--- config.mk ---
export PLATFORM = sky130hd
export DESIGN_NAME = genpm_ctrl
export DESIGN_NICKNAME = d
export VERILOG_FILES = /design/src/rtl/genpm_pkg.sv /design/src/rtl/genpm_ctrl.sv
export SDC_FILE = /design/constraint.sdc
export NUM_CORES = 1
export LEC_CHECK = 0
export BUFFER_PORTS_ARGS = -buffer_cell sky130_fd_sc_hd__buf_2
export CORE_MARGIN = 4
export CORE_UTILIZATION = 25
export CTS_CLUSTER_DIAMETER = 40
export CTS_CLUSTER_SIZE = 28
export DETAILED_ROUTE_END_ITERATION = 7
export GPL_ROUTABILITY_DRIVEN = 0
export PLACE_DENSITY = 0.45
export SYNTH_ARGS = -nofsm -noshare
export SYNTH_HDL_FRONTEND = slang
export SYNTH_SLANG_ARGS = --single-unit
--- constraint.sdc ---
create_clock -name clk -period 4.36 [get_ports clk]
set_clock_uncertainty 0.1 [all_clocks]
set_input_delay 0.218 -clock clk [delete_from_list [all_inputs] [get_ports clk]]
set_output_delay 0.218 -clock clk [all_outputs]
set_load 0.01 [all_outputs]
--- src/rtl/genpm_pkg.sv ---
// ----------------------------------------------------------------------------
// genpm_pkg
// Shared types and constants for the greedy exclusive nearest-point matcher.
// ----------------------------------------------------------------------------
package genpm_pkg;

    localparam int MAX_POINTS = 64;
    localparam int RESULT_CAP = 64;
    localparam int COORD_BITS = 16;
    localparam int IDX_W      = 6;
    localparam int CNT_W      = 7;
    localparam int ABS_W      = COORD_BITS;
    localparam int SQ_W       = 2 * COORD_BITS;
    localparam int DIST_W     = 34;

    localparam logic [1:0] CMD_LOAD_FLOAT = 2'd0;
    localparam logic [1:0] CMD_LOAD_REF   = 2'd1;
    localparam logic [1:0] CMD_RUN        = 2'd2;

    localparam logic [CNT_W-1:0] NUM_POINTS_RESET = CNT_W'(64);

    typedef struct packed {
        logic [1:0]         cmd;
        logic [IDX_W-1:0]   point_index;
        logic signed [15:0] coord_x;
        logic signed [15:0] coord_y;
        logic signed [15:0] coord_z;
    } in_item_t;

    typedef struct packed {
        logic [IDX_W-1:0]  floating_index;
        logic [IDX_W-1:0]  matched_index;
        logic [DIST_W-1:0] distance_sq;
        logic              last;
    } out_item_t;

    // controller -> datapath
    typedef struct packed {
        logic             wr_float;
        logic             wr_ref;
        logic             clr_taken;
        logic             rd_float;
        logic             clr_best;
        logic             issue;
        logic             emit;
        logic             last;
        logic [IDX_W-1:0] j_idx;
        logic [IDX_W-1:0] k_idx;
    } genpm_cmd_t;

    // datapath -> controller
    typedef struct packed {
        logic pipe_busy;
    } genpm_stat_t;

endpackage

--- src/rtl/genpm_ctrl.sv ---
// ----------------------------------------------------------------------------
// genpm_ctrl
// Sequencer: decodes commands, holds the point count, steps the floating and
// reference counters through each run.
// ----------------------------------------------------------------------------
module genpm_ctrl (
    input  logic                           clk,
    input  logic                           rst_n,
    input  logic                           start,
    input  logic [1:0]                     cmd,
    output logic                           busy,
    input  logic                           cfg_valid,
    output logic                           cfg_ready,
    input  logic [genpm_pkg::CNT_W-1:0]    cfg_data,
    input  genpm_pkg::genpm_stat_t         stat,
    output genpm_pkg::genpm_cmd_t          ctl
);
    import genpm_pkg::*;

    typedef enum logic [2:0] {
        ST_IDLE,
        ST_LOADF,
        ST_SCAN,
        ST_DRAIN,
        ST_EMIT
    } state_t;

    state_t           state_reg;
    logic [CNT_W-1:0] num_points_reg;
    logic [CNT_W-1:0] n_reg;
    logic [CNT_W-1:0] j_reg;
    logic [CNT_W-1:0] k_reg;

    logic             accept;
    logic             is_float;
    logic             is_ref;
    logic             is_run;
    logic [CNT_W-1:0] n_eff;
    logic [CNT_W-1:0] cap;
    logic             j_last;
    logic             k_last;

    assign accept    = start && (state_reg == ST_IDLE);
    assign busy      = (state_reg != ST_IDLE);
    assign cfg_ready = 1'b1;

    always_comb
    begin
        is_float = 1'b0;
        is_ref   = 1'b0;
        is_run   = 1'b0;
        unique case (cmd)
            CMD_LOAD_FLOAT: is_float = 1'b1;
            CMD_LOAD_REF:   is_ref   = 1'b1;
            CMD_RUN:        is_run   = 1'b1;
            default:        ;
        endcase
    end

    // count saturates at the store depth and at the result cap
    assign cap    = (MAX_POINTS < RESULT_CAP) ? CNT_W'(MAX_POINTS) : CNT_W'(RESULT_CAP);
    assign n_eff  = (num_points_reg > cap) ? cap : num_points_reg;
    assign j_last = ((j_reg + CNT_W'(1)) == n_reg);
    assign k_last = ((k_reg + CNT_W'(1)) == n_reg);

    always_comb
    begin
        ctl.wr_float  = accept && is_float;
        ctl.wr_ref    = accept && is_ref;
        ctl.clr_taken = accept && is_run;
        ctl.rd_float  = (state_reg == ST_LOADF);
        ctl.clr_best  = (state_reg == ST_LOADF);
        ctl.issue     = (state_reg == ST_SCAN);
        ctl.emit      = (state_reg == ST_EMIT);
        ctl.last      = j_last;
        ctl.j_idx     = j_reg[IDX_W-1:0];
        ctl.k_idx     = k_reg[IDX_W-1:0];
    end

    always_ff @(posedge clk or negedge rst_n)
    begin
        if (!rst_n)
        begin
            state_reg      <= ST_IDLE;
            num_points_reg <= NUM_POINTS_RESET;
            n_reg          <= '0;
            j_reg          <= '0;
            k_reg          <= '0;
        end
        else
        begin
            if (cfg_valid && cfg_ready)
            begin
                num_points_reg <= cfg_data;
            end
            unique case (state_reg)
                ST_IDLE:
                begin
                    if (accept && is_run)
                    begin
                        n_reg <= n_eff;
                        j_reg <= '0;
                        if (n_eff != '0)
                        begin
                            state_reg <= ST_LOADF;
                        end
                    end
                end
                ST_LOADF:
                begin
                    k_reg     <= '0;
                    state_reg <= ST_SCAN;
                end
                ST_SCAN:
                begin
                    if (k_last)
                    begin
                        state_reg <= ST_DRAIN;
                    end
                    else
                    begin
                        k_reg <= k_reg + CNT_W'(1);
                    end
                end
                ST_DRAIN:
                begin
                    if (!stat.pipe_busy)
                    begin
                        state_reg <= ST_EMIT;
                    end
                end
                ST_EMIT:
                begin
                    if (j_last)
                    begin
                        state_reg <= ST_IDLE;
                    end
                    else
                    begin
                        j_reg     <= j_reg + CNT_W'(1);
                        state_reg <= ST_LOADF;
                    end
                end
                default:
                begin
                    state_reg <= ST_IDLE;
                end
            endcase
        end
    end

endmodule

# [Word-level counts from Yosys, hierarchy flattened]
# Index checks and enable logic that the tools add are counted.
[totals] ff_bits=31 in_bits=14
[classes] mux=15 eq_ne=14 n_lt_le_gt_ge=1 n_addsub=2 reduce_logical=14
[ops] operator="7-bit 2-to-1 mux" count=4
[ops] operator="7-bit case mux with 2 select lines" count=2
[ops] operator="3-bit case mux with 5 select lines" count=1
[ops] operator="7-bit by 1-bit adder with 7-bit output, second input constant" count=2
[ops] operator="7-bit equality test" count=2
[ops] operator="3-bit 2-to-1 mux" count=4
[ops] operator="2-bit inequality test, second input constant" count=4
[ops] operator="7-bit > comparator, second input constant" count=1
[ops] operator="7-bit nonzero test" count=1
[ops] operator="3-bit by 2-bit equality test with 1-bit output, second input constant" count=2
[ops] operator="1-bit logical AND" count=4
[ops] operator="1-bit 2-to-1 mux" count=4
[ops] operator="2-bit by 1-bit inequality test with 1-bit output, second input constant" count=2
[ops] operator="2-bit AND reduction" count=2
[ops] operator="4-bit AND reduction" count=1
[ops] operator="2-bit nonzero test" count=2
[ops] operator="3-bit by 1-bit equality test with 1-bit output, second input constant" count=1
[ops] operator="3-bit equality test, second input constant" count=1
[ops] operator="3-bit zero test" count=1
[ops] operator="3-bit AND reduction" count=1
[ops] operator="3-bit nonzero test" count=1
[ops] operator="2-bit by 1-bit equality test with 1-bit output, second input constant" count=1
[ops] operator="2-bit equality test, second input constant" count=1
[ops] operator="2-bit zero test" count=1

# [Depth between registers and ports, before layout]
# Gate-level depths: netlist (run 1).
[depth] word_depth=6 depth_mapped=8 ltp_nobuf=8

# [Least setup slack after synthesis (run 1)]
# Ideal clock, no wire load.
[synth_path] kind="register -> register" from="reg j_reg[0]" to="reg j_reg[1]" t_required_ps=4140 setup_slack_ps=2134 setup_time_ps=120 arrival_ps=2007 stages_incl_launch_ff=8 cell_sequence="dfrtp_1 ha_1 nand3_2 or3_1 a211oi_2 o2111ai_4 and3_1 a31o_1"
[synth_via] elab_chain_len=4
[synth_lines] item="from (decl)" line="genpm_ctrl.sv:31" text="logic [CNT_W-1:0] j_reg;"
[synth_lines] item="from (signal assigned)" line="genpm_ctrl.sv:140" text="j_reg <= j_reg + CNT_W'(1);"
[synth_lines] item="7-bit by 1-bit adder with 7-bit output (*)" line="genpm_ctrl.sv:63, genpm_ctrl.sv:140"
[synth_lines] item="7-bit equality test" line="genpm_ctrl.sv:63" text="assign j_last = ((j_reg + CNT_W'(1)) == n_reg);"
[synth_lines] item="2-bit inequality test (no line)"
[synth_lines] item="3-bit AND reduction (no line)"
# Mark *: on every way between the ends. The rest lies on a longest branch, timed or not. The select of a mux whose other input is x is not followed.
# A chain may end at the register's enable or synchronous reset.

==> flow_summary.toml, run 1 <==
[outcome]
status = "finished clean"

[sta]
rsz0062_at_grt = "false"
setup_viol = 0
layout_setup_ws_ps = 1670
slew_viol_final = 0
hold_viol = 0
post-route-period-util_pct = 61.7
min_period_ps = 2690
slew_headroom_pct = 50.4
tns_ps = 0
worst_slew_pin_slew_ps = 744
clock.fmax_mhz = 372

[global_route]
antenna_found_initial = 0
grt_pass1_vias = 1646
grt_pass1_wl_um = 8140
grt_max_degree = 32
grt_use_total_pct = 10.4
grt.overflow.total = 0

[clock_tree]
ctsResizeCount = 0
cts_setup_buffers = 0
cts_tree = "yes"
ctsHtreeMaxLevel = 2
insertion_delay_ps = 280
numCtsBuffers = 5
clockBufferDepth = 2
cts_root_buffer = "clkbuf_8"
path_clk_slew_ps = 70
clock-sinks = 31

[hold_path]
hold_path_class = "in2reg"

[yosys]
syn_area_per_cell_um2 = 9.16
synth_edf_count = 0
ys_seq_area_share_pct = 38.7
synth-seq-cells = 31
synth_nets = 235
ys_dominant_reg_cell = "dfrtp_1"
ys_async_sr_fraction_pct = 100
syn_area_um2 = 2010
syn-instance-count = 219
synth_cell_types = 49
ys.warnings.count = 0

[detailed_routing]
via_count = 1602
drt-wirelength-per-cell_um = 13.8
drt-initial-drc-count = 34
ant_nets = 0
viasPerCell = 4.68
wirelength_um = 4710
drc = 0
firstDrtPassIters = 4

[floorplanning]
die-area_um2 = 9520
fp.dieH_um = 97.6
rows = 32
start_util_pct = 25.8
die_w_um = 97.6
io_pins = 36
core-area_um2 = 7770

[layout]
mostFrequentLayoutCells = "34 x buf_2, 30 x dfrtp_1, 22 x nand2_1"
final_common_cell = "buf_2"
final_core_util_pct = 29.0
nets = 255
layout-drive-gt1-share_pct = 25.0
diodes = 0
syn_to_final_growth_pct = 12.4

[power_and_ir_drop]
power_frac_comb_pct = 44.4
swShare_pct = 43.7
clockPowerShare_pct = 16.8
p_leak_nw = 1.02
power_density_nw_per_um2 = 596
power_w = 0.00134
ir_drop_mv = 0.160
switching_power_w = 0.000587
internal_power_w = 0.000757
power_frac_seq_pct = 38.9

[setup_path]
cp_slowest_cell = "dfrtp_1"
cp_max_fo = 9
slowest_delay_ps = 460
cp-start-kind = "register"
cp.required_ps = 4040
critPathArrivalTime_ps = 2370
critical_path_class = "reg2out"
cp-end-kind = "output pin"
crit_chain = "ha_1 -> nand3_2 -> or3_1 -> a211oi_2 -> o2111ai_4 -> inv_2 -> buf_2"

[placed_design]
portBuffers = 34
dp_slack_ps = 1850
dp_hpwl_um = 3560

[run]
drv_cap = 0
kinds of logic (layout without fill, tap and decap cells):
| logic type | Yosys count | in the layout | synth area share [%] |
|---|---|---|---|
| simple gates | 82 | 82 | 21.8 |
| compound gates | 42 | 42 | 15.6 |
| buf+inv | 34 | 55 | 9.42 |
| flops | 31 | 31 | 38.7 |
| xor+xnor | 15 | 15 | 6.55 |
| mux | 12 | 12 | 6.43 |
| fa+ha+maj | 2 | 2 | 1.25 |
| other cells | 1 | 1 | 0.187 |
power by group through the flow:
stage	sequential [W]	combinational, W	clock [W]
after floorplan	0.000461	0.000543	0
after detailed placement	0.000530	0.000603	0
after global routing	0.000543	0.000675	0.000248
after CTS	0.000524	0.000606	0.000233
after global placement	0.000528	0.000608	0
final	0.000522	0.000596	0.000225
synth_stat cells, types with 2 or more instances:
master,n,area (um2)
dfrtp_1,30,751
nand2_1,22,82.6
buf_4,16,120
o21ai_0,11,55.1
xnor2_1,11,96.3
inv_1,10,37.5
nand3_1,10,50.1
nor3_1,10,50.1
nor2_1,9,33.8
mux2_2,7,78.8
nand2b_1,7,43.8
and3_1,6,37.5
clkbuf_1,5,18.8
mux2i_1,5,50.1
o2111ai_1,4,35.0
o211ai_1,4,30.0
xor2_1,4,35.0
a21bo_2,3,30.0
a21oi_1,3,15.0
o21ai_1,3,15.0
o22ai_1,3,18.8
a31o_1,2,17.5
and2b_1,2,15.0
and4b_1,2,20.0
ha_1,2,25.0
nor2b_1,2,12.5
o2bb2ai_1,2,17.5
or2_2,2,12.5
or3_1,2,12.5
metrics by stage:
stage	instance area [um2]	hold slack [ps]	instances
after CTS	2250	12.0	342
after floorplan	2010	-178	219
after global placement	2160	233	333
after detailed placement	2160	232	333
after global routing	2250	8.52	342
final	2250	15.8	342
path summary, 6_finish.rpt:
kind / startpoint / end / slack [ps] / cells after the start
max in group asynchronous: rst_n / n_reg[3] / 3250 / 2
worst min-delay path: stat / state_reg[2] / 20 / 2
worst max register to register: j_reg[0] / j_reg[1] / 1870 / 7
worst max-delay path: j_reg[0] / ctl[12] / 1670 / 7
min in group asynchronous: rst_n / k_reg[4] / 430 / 2
worst min register to register: num_points_reg[5] / num_points_reg[5] / 440 / 1
metal layers:
| layer | wire length (um) | share of wire (%) | track usage, % | vias to the layer above |
|---|---|---|---|---|
| met2 | 2210 | 47 | 16.1 | 41 |
| met5 | 0 | 0 | 0 | - |
| li1 | - | - | - | 798 |
| met4 | 32 | 0.68 | 3.19 | 0 |
| met1 | 2260 | 48 | 14.1 | 757 |
| met3 | 203 | 4.3 | 2.58 | 6 |
cell type report:
cell class	instances	area, um2
Inverter	12	45.0
Tap cell	102	128
Multi-Input combinational cell	154	1040
Fill cell	861	5510
Timing Repair Buffer	35	180
Sequential cell	31	777
Clock buffer	6	72.6
Clock inverter	2	12.5
critical path: cells and delay by family, from the launching register on:
kind	cells	cell delay [ps]
flip-flops	1	460
buffers and inverters	2	250
AND/OR/NAND/NOR	2	520
adder cells (fa/ha/maj)	1	300
AO/OA/AOI/OAI	2	550
what timing repair did:
item                                    in CTS  in global routing
hold endpoints to repair                    30                  0
hold buffers                                 1                  0
endpoints found under the setup margin       0                  0
(Power assumes the default switching activity.)
==> run 2, diff against run 1 <==
==> constraint.sdc (replaced) <==
create_clock -name clk -period 2.5 [get_ports clk]
set_clock_uncertainty 0.1 [all_clocks]
set_input_delay 0.125 -clock clk [delete_from_list [all_inputs] [get_ports clk]]
set_output_delay 0.125 -clock clk [all_outputs]
set_load 0.01 [all_outputs]
==> flow_summary.toml, run 2 (synthesized netlist as in run 1, its figures left out) <==
[setup_path]
reg2reg_from = "j_reg[1]"
reg2reg_slack_ps = 130
cp_slowest_cell = "dfrtp_1"
crit_path_end = "ctl[12]"
cp-end-kind = "output pin"
cp.required_ps = 2280
r2r-end = "state_reg[0]"
critical_path_class = "reg2out"
cp-start-kind = "register"
rr_worst_depth = 8
crit_chain = "ha_2 -> nand3_2 -> or3_1 -> a211oi_2 -> o2111ai_4 -> inv_2 -> buf_2"
cp_max_fo = 6
critPathArrivalTime_ps = 2140
critPathLaunch = "j_reg[1]"
slowest_delay_ps = 400

[global_route]
grt_pass1_wl_um = 8360
grt.overflow.total = 0
grt_use_total_pct = 10.9
grt_pass1_vias = 1599
grt_max_degree = 32
antenna_found_initial = 0

[power_and_ir_drop]
power_frac_comb_pct = 45.8
internal_power_w = 0.00152
switching_power_w = 0.00107
power_density_nw_per_um2 = 1060
ir_drop_mv = 0.298
swShare_pct = 41.4
power_frac_seq_pct = 34.0
p_leak_nw = 1.11
clockPowerShare_pct = 20.2

[sta]
setup_viol = 0
tns_ps = 0
min_period_ps = 2370
clock.fmax_mhz = 422
post-route-period-util_pct = 94.8
worst_slew_pin_slew_ps = 731
slew_viol_final = 0
hold_viol = 0
slew_headroom_pct = 51.3

[detailed_routing]
wirelength_um = 4880
via_count = 1644
ant_nets = 0
viasPerCell = 4.59
drc = 0
drt-initial-drc-count = 50
drt-wirelength-per-cell_um = 13.6
firstDrtPassIters = 4

[floorplanning]
core-area_um2 = 7770
die_w_um = 97.6
io_pins = 36
rows = 32
die-area_um2 = 9520
start_util_pct = 25.8
fp.dieH_um = 97.6

[clock_tree]
cts_tree = "yes"
insertion_delay_ps = 290
ctsHtreeMaxLevel = 2
numCtsBuffers = 5
path_clk_slew_ps = 70
cts_root_buffer = "clkbuf_8"
clock-sinks = 31
clockBufferDepth = 2

[outcome]
status = "finished clean"

[run]
drv_cap = 0

[layout]
final_core_util_pct = 31.5
nets = 271
layout-drive-gt1-share_pct = 28.5
diodes = 0
final_common_cell = "buf_2"
syn_to_final_growth_pct = 21.9
mostFrequentLayoutCells = "34 x buf_2, 30 x dfrtp_1, 22 x nand2_1"

[hold_path]
hold_path_class = "in2reg"

[placed_design]
dp_hpwl_um = 3740
portBuffers = 34
[run 2: power groups by stage]
stage          clock, W  combinational (W)  sequential, W
6_report       0.000523            0.00118       0.000880
5_1_grt        0.000557            0.00133       0.000911
4_1_cts        0.000536            0.00118       0.000879
3_5_place_dp          0            0.00114       0.000890
3_3_place_gp          0            0.00114       0.000885
2_1_floorplan         0           0.000947       0.000804
[run 2: repair_timing]
| item | in CTS | in global routing |
|---|---|---|
| setup buffers | 2 | 0 |
| cloned | 0 | 0 |
| gates resized for setup | 1 | 3 |
| hold buffers | 9 | 0 |
| hold endpoints to repair | 38 | 0 |
| pin swaps | 0 | 1 |
| endpoints found under the setup margin | 6 | 13 |
[run 2: cell type report]
cell class,count,area [um2]
tap,102,128
timing repair buffer,51,320
sequential,31,777
fill,828,5320
multi-input combinational,154,1060
clock inverter,2,35.0
clock buffer,6,82.6
inverter,12,45.0
[run 2: critical path, delay by kind of cell (launching register included)]
kind | cells | cell delay, ps
AOI/OAI and AO/OA | 2 | 460
adders and majority gates | 1 | 260
and+or+nand+nor | 2 | 500
DFF | 1 | 400
buffers and inverters | 2 | 230
[run 2: how the worst min path moves through the flow]
stage	endpoint	slack, ps	depth (start not counted)	from
after floorplan	j_reg[0]	-270	0	rst_n
after global placement	k_reg[4]	140	1	rst_n
after detailed placement	k_reg[5]	130	1	rst_n
after CTS	num_points_reg[3]	110	2	cfg_valid
after global routing	num_points_reg[6]	120	2	cfg_valid
final	num_points_reg[3]	110	2	cfg_valid
[run 2: metrics by stage]
stage / instance area (um2) / setup slack, ps / hold WS, ps / total power (W) / instances
final: 2440 / 131 / 105 / 0.00259 / 358
after global routing: 2440 / -6.38 / 120 / 0.00280 / 358
after CTS: 2430 / 47.1 / 105 / 0.00260 / 358
after detailed placement: 2200 / -23.2 / 133 / 0.00203 / 339
after global placement: 2200 / 56.2 / 138 / 0.00202 / 339
after floorplan: 2010 / 274 / -271 / 0.00175 / 219
[run 2: routing by layer]
layer  GRT usage [%]  wire length [um]  share of wire, %
met1            15.0              2390                49
met2            16.7              2210                45
met3            3.02               241               4.9
met4            3.19                34              0.70
met5               0                 0                 0
